## config.mk

```make
export PLATFORM = sky130hd
export DESIGN_NAME = pft_addr_gen
export DESIGN_NICKNAME = d
export VERILOG_FILES = /design/src/hw/rtl/pft_pkg.sv /design/src/hw/rtl/pft_addr_gen.sv
export SDC_FILE = /design/constraint.sdc
export NUM_CORES = 1
export LEC_CHECK = 0
export ABC_AREA = 1
export BUFFER_PORTS_ARGS = -buffer_cell sky130_fd_sc_hd__buf_2
export CORE_UTILIZATION = 30
export DETAILED_ROUTE_END_ITERATION = 10
export SLEW_MARGIN = 20
export SYNTH_ARGS = -nofsm -noshare
export SYNTH_HDL_FRONTEND = slang
export SYNTH_SLANG_ARGS = --single-unit
```

## constraint.sdc

```tcl
create_clock -name vclk -period 11
set_clock_uncertainty 0.2 [all_clocks]
set_input_delay 1.65 -clock vclk [all_inputs]
set_output_delay 1.65 -clock vclk [all_outputs]
set_load 0.02 [all_outputs]
```

## src/hw/rtl/pft_pkg.sv

```systemverilog
// Package for the planar tile pixel fetch block.
// Holds store geometry, register indexes, field widths and shared types.
// No dependencies.
`default_nettype none

package pft_pkg;

	// Tile store geometry
	localparam int STORE_BYTES = 32768;
	localparam int ADDR_W      = $clog2(STORE_BYTES);
	// Wide enough for the largest fetch address plus the plane 1 offset
	localparam int FULL_W      = 21;

	// Field widths
	localparam int BYTE_ADDR_W = 15;
	localparam int PIX_W       = 10;
	localparam int RGBA_W      = 32;
	localparam int IN_DATA_W   = 48;
	localparam int OUT_DATA_W  = 40;
	localparam int CFG_IDX_W   = 3;

	// Tile geometry
	localparam int TILE_ROWS   = 8;
	localparam int PLANE_BYTES = 8;

	// Register reset values
	localparam logic [7:0]        TILES_ACROSS_RST = 8'd44;
	localparam logic [RGBA_W-1:0] COLOR_ZERO_RST   = 32'hFFFF_FFFF;
	localparam logic [RGBA_W-1:0] COLOR_ONE_RST    = 32'h0000_00FF;
	localparam logic [RGBA_W-1:0] COLOR_TWO_RST    = 32'h0000_0000;
	localparam logic [RGBA_W-1:0] COLOR_THREE_RST  = 32'h0000_0000;

	// Configuration register indexes
	typedef enum logic [CFG_IDX_W-1:0] {
		REG_TWO_BIT_MODE = 3'd0,
		REG_TILES_ACROSS = 3'd1,
		REG_COLOR_ZERO   = 3'd2,
		REG_COLOR_ONE    = 3'd3,
		REG_COLOR_TWO    = 3'd4,
		REG_COLOR_THREE  = 3'd5
	} cfg_reg_t;

	// Item kinds on the input stream
	typedef enum logic {
		OP_WRITE = 1'b0,
		OP_FETCH = 1'b1
	} op_t;

	// Palette, entry i is the color for index i
	typedef logic [3:0][RGBA_W-1:0] palette_t;

	// Address generator result for one fetch
	typedef struct packed {
		logic [ADDR_W-1:0] rd_addr0;
		logic [ADDR_W-1:0] rd_addr1;
		logic              beyond;
		logic [2:0]        bit_sel;
	} addr_info_t;

endpackage

`default_nettype wire

```

## src/hw/rtl/pft_addr_gen.sv

```systemverilog
// Fetch address generator: pixel position to plane byte addresses.
// Depends on pft_pkg.
`default_nettype none

module pft_addr_gen
	import pft_pkg::*;
(
	input  wire logic [PIX_W-1:0] pixel_x,
	input  wire logic [PIX_W-1:0] pixel_y,
	input  wire logic             two_bit_mode,
	input  wire logic [7:0]       tiles_across,
	output addr_info_t            info
);

	logic [14:0]       tile_row;
	logic [15:0]       tile_num;
	logic [FULL_W-1:0] base;
	logic [FULL_W-1:0] addr0;
	logic [FULL_W-1:0] addr1;

	// Tile number from tile row and column, then scale by tile size
	always_comb begin
		tile_row = 15'(pixel_y[PIX_W-1:3]) * 15'(tiles_across);
		tile_num = 16'(tile_row) + 16'(pixel_x[PIX_W-1:3]);
		if (two_bit_mode) begin
			base = FULL_W'(tile_num) << 4;
		end else begin
			base = FULL_W'(tile_num) << 3;
		end
		addr0 = base + FULL_W'(pixel_y[2:0]);
		addr1 = addr0 + FULL_W'(PLANE_BYTES);
	end

	// Range check and bit select, leftmost pixel in bit 7
	always_comb begin
		info.rd_addr0 = addr0[ADDR_W-1:0];
		info.rd_addr1 = addr1[ADDR_W-1:0];
		info.beyond   = (addr0 >= FULL_W'(STORE_BYTES)) ||
		                (two_bit_mode && (addr1 >= FULL_W'(STORE_BYTES)));
		info.bit_sel  = ~pixel_x[2:0];
	end

endmodule

`default_nettype wire

```

==> run summary <==
Fillers = 1252
Max Freq = 0.123 GHz
Setup Crit Path Kind = input port to output pin
Post-DP Area = 3730 sq um
Antenna Nets Post-Route = 0
Slowest CP cell = fa_1
Initial antenna violation count = 0
Syn nets = 659
Sequential share of the synthesized area = 0%
Run status = complete, no violations
Area of the multi-input gates = 2760 sq um
Setup WS post-layout = 2.87 ns
Core area = 10900 sq um
Post-DP HPWL = 7030 um
Post-synth top area share = 21.2%
Crit start category = input port
GRT Util Overall = 14.7%
Unrepaired setup endpoints after global routing = no
DRC violations left = 0
Post-CTS Setup Repair Bufs = 0
Cell Pwr Density = 223 nW/um^2
P&R area growth vs syn = 9.85%
Worst slew pin tran = 0.470 ns
Die Wd = 108 um
Cell variety after synth = 25
Die Area = 11700 sq um
Grt ovf = 0
Most frequent CP cell = nand2_1
Number of port buffers = 54
Hold Path Class = input port to output pin
Gr busiest metal = met2
Period utilization = 73.9%
Placement Setup Slack = 2.88 ns
M1 GR Usage = 17.4%
Via density = 4.63
Placed insts = 728
Final WL = 7920 um
VDD IR-drop max = 0.0982 mV
# diodes = 0
CTS resizes = 0
Final Cell Area = 3730 sq um
Mapped Area = 3390 sq um
Placer Congestion = 0.900
Pleak = 2.38 nW
Layout Nets = 697
Layout cells sized above 1 = 17.0%
Largest net degree at the start of global routing = 26
Dominant cell type by area after synthesis = fa_1
Data arrival, critical path = 6.28 ns
MaxCap Viol Count = 0
Row count = 38
Final Max Slew Viols = 0
Most frequent cell after synthesis = nand2_1
Avg WL per Cell = 10.9 um
Die Height = 108 um
Iteration count of the initial detailed-routing pass = 4
CP Capture Type = output pin
Initial core utilization = 31.0%
First-pass GRT wire length = 14500 um
Seq cells = 0
Final setup viols = 0
Met2 GRT Util = 29.7%
Synth cell count leaders = nand2_1, inv_1, nand3_1
Seq. cell area = 0 sq um
Vias after detailed routing = 3370
DRT iter0 DRCs = 158
Hold buffer count at CTS = 0
Worst-path fanout max = 8
Synth area leaders = fa_1, nand2_1, ha_1, inv_1, nand3_1
Worst slew margin = 68.7%
Vias in the first global route = 3443
Ports = 63
CP peak stage delay = 0.54 ns
Non-Filler Instances = 728
Synthesis Warnings = 0
Req. time, crit path = 9.15 ns
Mean post-synth cell area = 6.15 sq um
GR met3 Demand/Resource = 0.844%
Mapped Cells = 552
Minimum clock period = 8.13 ns
Fin. Hold Viols = 0
TNS Setup = 0 ns
Clock buffers = 0
==> cell type report <==
| cell class | count | share of cell area, % |
|---|---|---|
| multi-input combinational | 394 | 74.0 |
| inverter | 140 | 14.1 |
| timing repair buffer | 54 | 7.25 |
| tap | 140 | 4.70 |
==> cells in the final DEF, fill, tap and decap left out <==
cell type / synthesis / layout
a21oi_1: 7 / 7
a21oi_2: 1 / 1
a31oi_1: 1 / 1
and2_1: 1 / 1
buf_2: 2 / 54
fa_1: 36 / 36
ha_1: 42 / 42
inv_1: 135 / 135
inv_2: 5 / 5
nand2_1: 165 / 165
nand2_2: 20 / 20
nand3_1: 68 / 68
nand3_2: 9 / 9
nand4_1: 6 / 6
nor2_1: 14 / 14
nor2_2: 6 / 6
nor2_4: 4 / 4
nor4_1: 1 / 1
o21ai_0: 3 / 3
or2_2: 1 / 1
xnor2_1: 3 / 3
xor2_1: 6 / 6
==> worst paths after layout <==
check / startpoint / endpoint / slack [ns] / cells after the start
setup / recovery: pixel_y[9] / info[3] / 2.87 / 29
hold / removal: pixel_y[0] / info[4] / 3.10 / 0
==> power breakdown <==
part,internal [mW],switching (mW),total [mW]
Sequential,0,0,0
Combinational,0.275,0.556,0.831
Clock,0,0,0
Total,0.275,0.556,0.831
==> layer usage <==
layer,routed length (um),vias to the layer above,part of all wire (%)
met5,0,-,0
met4,57,0,0.72
met3,379,6,4.8
met2,4170,77,53
met1,3310,1569,42
li1,-,1718,-
==> critical path, delay by kind of cell <==
kind / cells / cell delay [ns]
adder cells (fa/ha/maj): 5 / 2.45
buffers and inverters: 6 / 0.61
AND/OR/NAND/NOR: 18 / 1.55
==> stage by stage <==
step           total power, mW  utilization, %  hold WS (ns)
2_1_floorplan            0.650               -          3.18
3_3_place_gp             0.827            34.1          3.10
3_5_place_dp             0.834            34.1          3.10
4_1_cts                  0.840            34.1          3.10
5_1_grt                  0.956            34.1          3.10
6_report                 0.831            34.1          3.10
==> cell families (layout without fill, tap and decap cells) <==
| family | count (synthesis) | in the layout | synth area share [%] |
|---|---|---|---|
| and+or+nand+nor | 295 | 295 | 40.3 |
| buffers and inverters | 158 | 194 | 18.8 |
| adders and majority gates | 78 | 78 | 36.7 |
| AOI/OAI and AO/OA | 12 | 12 | 1.92 |
| xor gates and xnor gates | 9 | 9 | 2.32 |
No activity file was read; power rests on OpenSTA's default activity.
