### src/hw/rtl/pft_pkg.sv
// Package for the planar tile pixel fetch block.
// Holds store geometry, register indexes, field widths and shared types.
// No dependencies.
`default_nettype none

package pft_pkg;

	// Tile store geometry
	localparam int STORE_BYTES = 32768;
	localparam int ADDR_W      = $clog2(STORE_BYTES);
	// Wide enough for the largest fetch address plus the plane 1 offset
	localparam int FULL_W      = 21;

	// Field widths
	localparam int BYTE_ADDR_W = 15;
	localparam int PIX_W       = 10;
	localparam int RGBA_W      = 32;
	localparam int IN_DATA_W   = 48;
	localparam int OUT_DATA_W  = 40;
	localparam int CFG_IDX_W   = 3;

	// Tile geometry
	localparam int TILE_ROWS   = 8;
	localparam int PLANE_BYTES = 8;

	// Register reset values
	localparam logic [7:0]        TILES_ACROSS_RST = 8'd44;
	localparam logic [RGBA_W-1:0] COLOR_ZERO_RST   = 32'hFFFF_FFFF;
	localparam logic [RGBA_W-1:0] COLOR_ONE_RST    = 32'h0000_00FF;
	localparam logic [RGBA_W-1:0] COLOR_TWO_RST    = 32'h0000_0000;
	localparam logic [RGBA_W-1:0] COLOR_THREE_RST  = 32'h0000_0000;

	// Configuration register indexes
	typedef enum logic [CFG_IDX_W-1:0] {
		REG_TWO_BIT_MODE = 3'd0,
		REG_TILES_ACROSS = 3'd1,
		REG_COLOR_ZERO   = 3'd2,
		REG_COLOR_ONE    = 3'd3,
		REG_COLOR_TWO    = 3'd4,
		REG_COLOR_THREE  = 3'd5
	} cfg_reg_t;

	// Item kinds on the input stream
	typedef enum logic {
		OP_WRITE = 1'b0,
		OP_FETCH = 1'b1
	} op_t;

	// Palette, entry i is the color for index i
	typedef logic [3:0][RGBA_W-1:0] palette_t;

	// Address generator result for one fetch
	typedef struct packed {
		logic [ADDR_W-1:0] rd_addr0;
		logic [ADDR_W-1:0] rd_addr1;
		logic              beyond;
		logic [2:0]        bit_sel;
	} addr_info_t;

endpackage

`default_nettype wire

### src/hw/rtl/pft_pixel_sel.sv
// Pixel select: plane bits to color index and palette lookup.
// Depends on pft_pkg.
`default_nettype none

module pft_pixel_sel
	import pft_pkg::*;
(
	input  wire logic [7:0]        plane0,
	input  wire logic [7:0]        plane1,
	input  wire logic [2:0]        bit_sel,
	input  wire logic              two_bit_mode,
	input  wire logic              beyond,
	input  wire palette_t          palette,
	output logic      [1:0]        color_index,
	output logic      [RGBA_W-1:0] pixel_rgba
);

	logic lo_bit;
	logic hi_bit;

	// Pick the pixel bit from each plane, force index 0 when out of range
	always_comb begin
		lo_bit = plane0[bit_sel];
		hi_bit = two_bit_mode & plane1[bit_sel];
		if (beyond) begin
			color_index = 2'd0;
		end else begin
			color_index = {hi_bit, lo_bit};
		end
		pixel_rgba = palette[color_index];
	end

endmodule

`default_nettype wire

### config.mk
export PLATFORM = sky130hd
export DESIGN_NAME = pft_pixel_sel
export DESIGN_NICKNAME = d
export VERILOG_FILES = /design/src/hw/rtl/pft_pkg.sv /design/src/hw/rtl/pft_pixel_sel.sv
export SDC_FILE = /design/constraint.sdc
export NUM_CORES = 1
export LEC_CHECK = 0
export BUFFER_PORTS_ARGS = -buffer_cell sky130_fd_sc_hd__buf_2
export CAP_MARGIN = 0
export CORE_AREA = 3 3 69 71
export DETAILED_ROUTE_END_ITERATION = 10
export DIE_AREA = 0 0 72 74
export GPL_ROUTABILITY_DRIVEN = 0
export PLACE_DENSITY = 0.83
export SETUP_SLACK_MARGIN = 0.2
export SLEW_MARGIN = 20
export SYNTH_ARGS = -nofsm -noshare
export SYNTH_HDL_FRONTEND = slang
export SYNTH_SLANG_ARGS = --single-unit
### constraint.sdc
create_clock -name vclk -period 1.8
set_clock_uncertainty 0.15 [all_clocks]
set_input_delay 0.18 -clock vclk [all_inputs]
set_output_delay 0.18 -clock vclk [all_outputs]
set_load 0.005 [all_outputs]
==> summary.md, run 1 <==
| Metric | Value |
|---|---|
| Setup WS post-layout | `-0.1121 ns` |
| Initial DRC count | `85` |
| Endpoint type of the worst setup path | `primary output` |
| Hold_buf cts | `0` |
| Die height | `74 um` |
| Initial antenna violation count | `0` |
| Total Routing Usage GR | `17.03%` |
| Pwr dens | `308.2 nW/um^2` |
| Setup-failing EPs final | `33` |
| Psw | `346.1 uW` |
| Fmax | `523.0 MHz` |
| Post-synthesis sequential area ratio | `0%` |
| Leak Pwr | `1.432 nW` |
| Post-synth top area share | `32.66%` |
| GRT overflow | `0` |
| First-pass GRT wire length | `7.728 mm` |
| Worst endpoint required time | `1.47 ns` |
| Vias per cell | `5.005` |
| Crit path kind | `in2out` |
| Die area | `5328 sq um` |
| Antenna Cells | `0` |
| Seq. cell area | `0 sq um` |
| Switching Fraction | `43.80%` |
| Status | `complete, but fails checks` |
| Slew headroom | `80.14%` |
| Mapped Cells | `206` |
| Synth-to-Final Area Change | `130.0%` |
| # fillers | `416` |
| Buf/Inv on CP | `3` |
| Core ar. | `4294 sq um` |
| First-pass DRT Iterations | `5` |
| Footprint of the multi-input gates | `1037 sq um` |
| DRC Markers | `0` |
| Final instance area | `2564 sq um` |
| Initial core utilization | `25.96%` |
| Post-route ant nets | `0` |
| Sequential share of power | `0%` |
| Cell Chain, Critical Path | `buf_8 > mux4_2 > nand2b_4 > o211ai_4 > buf_12 > a21oi_2 > a32oi_1 > buf_2` |
| Seq cells | `0` |
| Worst-margin pin slew | `0.2965 ns` |
| Area leader, netlist | `nand2_1` |
| Crit path max fanout | `15` |
| WP data arrival | `1.58 ns` |
| Share of cells above drive strength 1 | `59.18%` |
| Final core occ | `59.70%` |
| Vias in the first global route | `1,765` |
| Fin. Hold Viols | `0` |
| Internal | `444.1 uW` |
| Drt wl/cell | `14.28 um` |
| Most common cell in the netlist | `nand2_1` |
| Worst path slowest cell | `mux4_2` |
| Place WS | `-0.1661 ns` |
| Library cells used by synthesis | `17` |
| IO Port Bufs | `183` |
| Mapped cell area | `1115 sq um` |
| Via count | `2,222` |
| RSZ-0062 raised after global routing | `yes` |
| CP top delay family | `multiplexers` |
| Fin nets | `543` |
| Fin crit share | `106.2%` |
| Placed inst area | `2137 sq um` |
| Placed wire-length estimate | `4.298 mm` |
| Die X | `72 um` |
| Most instantiated cells after synthesis | `nand2_1, a21oi_1, a32oi_1` |
| Clock power frac | `0%` |
| Row count | `24` |
| Final slew viol count | `0` |
| Final WL | `6.340 mm` |
| Final hold slack | `0.5094 ns` |
| Syn avg cell area | `5.412 sq um` |
| Worst path max stage delay | `0.47 ns` |
| Post-Syn Nets | `355` |
| Final min period | `1.912 ns` |
| CLK BUF | `0` |
| Total Power | `790.2 uW` |
| Worst setup SP type | `input port` |
| Failing checks | `negative setup slack` |
| I/O Pins | `183` |
| Synth warn | `0` |
| Min-delay worst type | `in2out` |
| Number of max-cap violations | `0` |
| Logic gate share of total power | `100.0%` |
| Maximum VDD drop | `0.1499 mV` |
| Pin count of the biggest net entering global routing | `39` |
| Leading post-synthesis cells by cell area | `nand2_1, a32oi_1, a21oi_1` |
==> cells in the final DEF, fill, tap and decap left out, types with 2 or more instances in the layout <==
master and n:
nand2_2 5, buf_8 3, a32oi_1 32, buf_2 178, buf_6 9, buf_16 4, nor2_1 2, buf_4 4
clkbuf_16 5, mux2i_1 6, buf_12 7, nand2_1 91, a21oi_1 25, a21oi_2 9
==> cell type report <==
| type | count | area share, % |
|---|---|---|
| inverter | 3 | 0.7321 |
| tap | 52 | 2.538 |
| multi-input combinational | 179 | 40.46 |
| timing repair buffer | 210 | 56.27 |
==> power groups by stage <==
stage / clock network, mW / logic [mW] / registers (mW)
2_1_floorplan: 0 / 0.306 / 0
3_3_place_gp: 0 / 0.612 / 0
3_5_place_dp: 0 / 0.621 / 0
4_1_cts: 0 / 0.703 / 0
5_1_grt: 0 / 0.854 / 0
6_report: 0 / 0.790 / 0
==> final timing paths <==
| kind | depth (start not counted) | to | from |
|---|---|---|---|
| max | 8 | pixel_rgba[28] | bit_sel[2] |
| min | 4 | pixel_rgba[11] | palette[43] |
==> per-layer routing <==
metal	share of wire, %	wire [um]	global-route usage, %	up-vias
li1	-	-	-	1116
met1	41	2624	21.37	985
met2	50	3198	33.37	115
met3	7.3	463	1.216	6
met4	0.85	54	0.6263	0
met5	0	0	0	-
==> kinds of logic (layout without fill, tap and decap cells) <==
logic type	count (synthesis)	in the layout	synth area share (%)
buffers and inverters	27	213	13.69
multiplexers	7	7	7.407
AND/OR/NAND/NOR	104	104	36.59
AO/OA/AOI/OAI	68	68	42.31
==> repair_timing <==
item,CTS,global route
pin swaps,2,11
hold endpoints to repair,0,0
gates cloned,4,7
endpoints found under the setup margin,34,34
buffers inserted,5,0
resized for setup,13,27
==> metrics by stage <==
step / setup TNS [ns] / instances
3_5_place_dp: -3.813 / 428
6_report: -2.741 / 444
5_1_grt: -5.022 / 444
2_1_floorplan: 0 / 206
3_3_place_gp: -3.390 / 428
4_1_cts: -2.707 / 437
No activity file was read; power rests on OpenSTA's default activity.
==> run 2: changes to the inputs <==
--- a/config.mk
+++ b/config.mk
@@ -12,6 +12,7 @@
 export DIE_AREA = 0 0 72 74
 export GPL_ROUTABILITY_DRIVEN = 0
 export PLACE_DENSITY = 0.83
+export RECOVER_POWER = 25
 export SETUP_SLACK_MARGIN = 0.2
 export SLEW_MARGIN = 20
 export SYNTH_ARGS = -nofsm -noshare
==> constraint.sdc (replaced) <==
create_clock -name vclk -period 2.2
set_clock_uncertainty 0.15 [all_clocks]
set_input_delay 0.22 -clock vclk [all_inputs]
set_output_delay 0.22 -clock vclk [all_outputs]
set_load 0.005 [all_outputs]
==> run 2 against run 1 <==
Against the previous run: the flow now finishes without violations; sequential share of layout area unchanged; core utilization decreased by 3.0 points; first-iteration DRC count increased by 14%; sequential cell count is the same; via count decreased by 0.14%; highest routed layer unchanged.
==> summary.md, run 2 (synthesized netlist as in run 1, its figures left out) <==
| Metric | Value |
|---|---|
| Maximum VDD drop | `0.1331 mV (-11%)` |
| First-pass DRT Iterations | `4 (-1)` |
| IO Port Bufs | `183 (unchanged)` |
| CLK BUF | `0 (unchanged)` |
| WP data arrival | `1.70 ns (+0.12 ns)` |
| Critical path startpoint | `bit_sel[2]` |
| Worst endpoint required time | `1.83 ns (+0.36 ns)` |
| Die area | `5328 sq um (unchanged)` |
| Fin. Hold Viols | `0 (unchanged)` |
| Share of cells above drive strength 1 | `55.90% (-3.3 points)` |
| Logic gate share of total power | `100.0% (about the same)` |
| Most common cell after layout, fill and taps aside | `buf_2` |
| Die height | `74 um (unchanged)` |
| Switching Fraction | `43.18% (-0.62 points)` |
| Vias per cell | `5.020 (+0.32%)` |
| Final slew viol count | `0 (unchanged)` |
| Leak Pwr | `1.388 nW (-3.1%)` |
| RSZ-0062 raised after global routing | `yes` |
| Sequential share of power | `0% (unchanged)` |
| Pin count of the biggest net entering global routing | `38 (-2.6%)` |
| Final min period | `2.066 ns` |
| Worst-margin pin slew | `0.2482 ns (-0.04827 ns)` |
| GRT overflow | `0 (unchanged)` |
| Final hold slack | `0.5859 ns (+0.07647 ns)` |
| Fin crit share | `93.92%` |
| Place WS | `0.04310 ns (+0.2092 ns)` |
| Die X | `72 um (unchanged)` |
| Drt wl/cell | `13.54 um (-5.2%)` |
| Hold Path Depth | `4 (unchanged)` |
| Initial antenna violation count | `0 (unchanged)` |
| Vias in the first global route | `1,838 (+4.1%)` |
| Crit path kind | `in2out` |
| Crit path max fanout | `8 (-7)` |
| Core ar. | `4294 sq um (unchanged)` |
| I/O Pins | `183 (unchanged)` |
| Clock power frac | `0% (unchanged)` |
| Fmax | `484.0 MHz` |
| Antenna Cells | `0 (unchanged)` |
| # fillers | `424 (+1.9%)` |
| Psw | `262.2 uW (-24%)` |
| Post-route ant nets | `0 (unchanged)` |
| Row count | `24 (unchanged)` |
| Hold_buf cts | `0 (unchanged)` |
| Initial core utilization | `25.96% (unchanged)` |
| Pwr dens | `249.2 nW/um^2 (-19%)` |
| Commonest cells after routing, fill and taps aside | `buf_2, nand2_1, a32oi_1, a21oi_1` |
| Min-delay worst type | `in2out` |
| Setup WS post-layout | `0.1338 ns (+0.2459 ns)` |
| Hold Startpoint | `palette[37]` |
| Total Routing Usage GR | `16.87% (-0.16 points)` |
| Initial DRC count | `97 (+14%)` |
| DRC Markers | `0 (unchanged)` |
| Status | `finished clean` |
| Seq. cell area | `0 sq um (unchanged)` |
| Post-Route Setup TNS | `0 ns (+2.741 ns)` |
| Endpoint type of the worst setup path | `primary output` |
| Final WL | `5.985 mm (-5.6%)` |
| Placed wire-length estimate | `4.164 mm (-3.1%)` |
| Setup-failing EPs final | `0 (-100%)` |
| Number of max-cap violations | `0 (unchanged)` |
| Slew headroom | `83.41% (+3.3 points)` |
| Via count | `2,219 (-0.14%)` |
| First-pass GRT wire length | `7.686 mm (-0.54%)` |
| Fin nets | `541 (-0.37%)` |
| Internal | `344.9 uW (-22%)` |
| Hold path endpoint | `pixel_rgba[5]` |
| Synth-to-Final Area Change | `118.5%` |
| Seq cells | `0 (unchanged)` |
| Worst setup SP type | `input port` |
## run 2: area by class of cell
| class | count | area, sq um | share of cell area [%] |
|---|---|---|---|
| timing repair buffer | 208 | 1365 | 56.03 |
| multi-input combinational | 179 | 989.7 | 40.63 |
| tap | 52 | 65.06 | 2.671 |
| inverter | 3 | 16.27 | 0.6677 |
## run 2: how the worst max path moves through the flow
stage                     endpoint  cells after the start
floorplan           pixel_rgba[24]                      8
global placement    pixel_rgba[22]                      8
detailed placement  pixel_rgba[22]                      8
CTS                 pixel_rgba[22]                      8
global route        pixel_rgba[30]                      9
finish              pixel_rgba[16]                      9
## run 2: critical path: stages
cell       delay (ns)
buf_8            0.08
mux4_2           0.48
nand2b_4         0.15
o211ai_2         0.10
buf_12           0.16
clkbuf_16        0.14
a21oi_1          0.04
a32oi_1          0.16
buf_2            0.15
## run 2: timing repair
action | 4_1_cts | 5_1_grt
pin swaps | 5 | 10
setup buffers | 5 | 4
resized for setup | 10 | 12
gates cloned | 3 | 6
setup endpoints to repair | 32 | 32
## run 2: power groups by stage
| stage | Clock, mW | Combinational, mW | Sequential [mW] |
|---|---|---|---|
| 6_report | 0 | 0.607 | 0 |
| 4_1_cts | 0 | 0.545 | 0 |
| 3_5_place_dp | 0 | 0.489 | 0 |
| 2_1_floorplan | 0 | 0.244 | 0 |
| 3_3_place_gp | 0 | 0.480 | 0 |
| 5_1_grt | 0 | 0.667 | 0 |
## run 2: metrics by stage
stage,utilization (%),total power [mW],instances,area (sq um)
after global routing,56.73,0.6671,442,2436
after global placement,48.22,0.4802,424,2071
after CTS,51.60,0.5449,432,2216
after floorplan,-,0.2441,206,1115
after detailed placement,48.22,0.4895,424,2071
final,56.73,0.6071,442,2436
## run 2: routing by layer
layer / vias to the layer above / GRT usage, % / part of all wire (%)
met4: 0 / 1.670 / 0.67
met2: 133 / 33.98 / 50
met1: 973 / 19.87 / 39
met3: 4 / 1.486 / 10
met5: - / 0 / 0
li1: 1109 / - / -
==> run 3: changes to the inputs <==
--- a/config.mk
+++ b/config.mk
@@ -13,7 +13,7 @@
 export GPL_ROUTABILITY_DRIVEN = 0
 export PLACE_DENSITY = 0.83
 export RECOVER_POWER = 25
-export SETUP_SLACK_MARGIN = 0.2
+export SETUP_SLACK_MARGIN = 0.5
 export SLEW_MARGIN = 20
 export SYNTH_ARGS = -nofsm -noshare
 export SYNTH_HDL_FRONTEND = slang
==> run 3 against run 2 <==
Against the previous run: worst setup slack got worse by 0.017 ns; first-iteration DRC count increased by 18%; largest cell class unchanged; combinational power grew 7.2%; core utilization up 2.4 points; final area rose by 4.2%; worst hold slack gained 0.0041 ns; die area unchanged; clock-buffer cell count unchanged; critical path depth stayed put; global-route usage up 0.64 points.
==> summary.md, run 3 (synthesized netlist as in run 1, its figures left out) <==
| Metric | Value |
|---|---|
| Internal | `373.7 uW (+8.3%)` |
| Post-Route Setup TNS | `0 ns (unchanged)` |
| CLK BUF | `0 (unchanged)` |
| Final min period | `2.083 ns (+0.01700 ns)` |
| Post-route ant nets | `0 (unchanged)` |
| Logic gate share of total power | `100.0% (about the same)` |
| Min-delay worst type | `in2out` |
| IO Port Bufs | `183 (unchanged)` |
| Fin. Hold Viols | `0 (unchanged)` |
| Hold Startpoint | `palette[48]` |
| Leak Pwr | `1.423 nW (+2.5%)` |
| Psw | `277.4 uW (+5.8%)` |
| Drt wl/cell | `13.12 um (-3.1%)` |
| Maximum VDD drop | `0.1412 mV (+6.1%)` |
| Worst endpoint required time | `1.83 ns (about the same)` |
| Synth-to-Final Area Change | `127.6%` |
| Core ar. | `4294 sq um (unchanged)` |
| Slew headroom | `82.82% (-0.58 points)` |
| Switching Fraction | `42.61% (-0.57 points)` |
| Worst setup SP type | `input port` |
| Vias in the first global route | `1,893 (+3.0%)` |
| Fmax | `480.0 MHz (-0.82%)` |
| Number of max-cap violations | `0 (unchanged)` |
| DRC Markers | `0 (unchanged)` |
| Die area | `5328 sq um (unchanged)` |
| Share of cells above drive strength 1 | `57.87% (+2.0 points)` |
| Commonest cells after routing, fill and taps aside | `buf_2, nand2_1, a32oi_1, a21oi_1, buf_6` |
| Vias per cell | `5.002 (-0.36%)` |
| Crit path kind | `in2out` |
| Status | `finished clean` |
| Final slew viol count | `0 (unchanged)` |
| Dpl cells | `426 (+0.47%)` |
| WL met2 | `3.007 mm (+0.50%)` |
| Met3 routed WL | `505 um (-17%)` |
| Sequential share of power | `0% (unchanged)` |
| WP data arrival | `1.71 ns (about the same)` |
| Non-Filler Instances | `446 (+0.90%)` |
| Setup-failing EPs final | `0 (unchanged)` |
| Clock power frac | `0% (unchanged)` |
| Total Routing Usage GR | `17.51% (+0.64 points)` |
| Final instance area | `2537 sq um (+4.2%)` |
| Pwr dens | `256.6 nW/um^2 (+3.0%)` |
| Critical path startpoint | `bit_sel[2]` |
| Row count | `24 (unchanged)` |
| Antenna Cells | `0 (unchanged)` |
| Placed wire-length estimate | `4.213 mm (+1.2%)` |
| Fin crit share | `94.69% (+0.77 points)` |
| Initial DRC count | `114 (+18%)` |
| Seq cells | `0 (unchanged)` |
| Crit path max fanout | `9 (+1)` |
| GRT overflow | `0 (unchanged)` |
| Top routing layer in use | `met4` |
| First-pass GRT wire length | `7.976 mm (+3.8%)` |
| Die X | `72 um (unchanged)` |
| Placed inst area | `2097 sq um (+1.3%)` |
| First-pass DRT Iterations | `4 (unchanged)` |
| Initial antenna violation count | `0 (unchanged)` |
| I/O Pins | `183 (unchanged)` |
| RSZ-0062 raised after global routing | `yes` |
| Seq. cell area | `0 sq um (unchanged)` |
| Worst-margin pin slew | `0.2564 ns (+0.008224 ns)` |
| Initial core utilization | `25.96% (unchanged)` |
| Via count | `2,231 (+0.54%)` |
| Metal-1 WL | `2.277 mm (-3.0%)` |
| Most common cell after layout, fill and taps aside | `buf_2` |
| Fin nets | `545 (+0.74%)` |
| Final WL | `5.850 mm (-2.3%)` |
| Endpoint type of the worst setup path | `primary output` |
| Die height | `74 um (unchanged)` |
| Pin count of the biggest net entering global routing | `37 (-2.6%)` |
==> run 3: cell types whose count changed in the layout (fill, tap and decap cells not counted), moves of 3 or more <==
cell and change:
a21oi_1 -4, a21oi_2 +3, buf_6 +3, clkbuf_16 -4
==> run 3: routing by layer <==
metal | global-route usage (%) | up-vias
met4 | 2.714 | 0
met2 | 33.06 | 109
met1 | 21.77 | 996
met3 | 1.892 | 6
met5 | 0 | -
li1 | - | 1120
==> run 3: metrics by stage <==
step | hold slack (ns) | worst slack (ns) | util, % | power [mW]
after CTS | 0.5934 | 0.1169 | 55.57 | 0.6080
final | 0.5900 | 0.1168 | 59.09 | 0.6511
after global placement | 0.5878 | 0.1107 | 48.83 | 0.4905
after floorplan | 0.3776 | 0.3525 | - | 0.2506
after detailed placement | 0.5914 | 0.08723 | 48.83 | 0.4992
after global routing | 0.6060 | 0.03504 | 59.09 | 0.7069
==> run 3: final timing paths <==
check | to | cells after the start | slack [ns]
worst max-delay path | pixel_rgba[31] | 9 | 0.12
worst min-delay path | pixel_rgba[16] | 4 | 0.59
==> run 3: worst max-delay path: stages <==
cell and delay, ns:
buf_8 0.08, mux4_2 0.47, nand2b_4 0.16, o211ai_4 0.11, buf_4 0.17, buf_12 0.11, a21oi_1 0.04, a32oi_1 0.19
buf_2 0.15
==> run 3: power by group through the flow <==
stage	Clock [mW]	Sequential, mW	Combinational [mW]
5_1_grt	0	0	0.707
3_5_place_dp	0	0	0.499
6_report	0	0	0.651
3_3_place_gp	0	0	0.491
2_1_floorplan	0	0	0.251
4_1_cts	0	0	0.608
==> run 3: cell type report <==
type | count | area, sq um
Timing Repair Buffer | 212 | 1421
Tap cell | 52 | 65.06
Inverter | 3 | 18.77
Multi-Input combinational cell | 179 | 1032
Fill cell | 389 | 1757
==> run 3: what timing repair did <==
action	in CTS	in global routing
gates resized for setup	19	21
hold buffers	0	0
buffers inserted	10	3
pin swaps	11	14
gates cloned	5	2
endpoints found under the setup margin	34	34
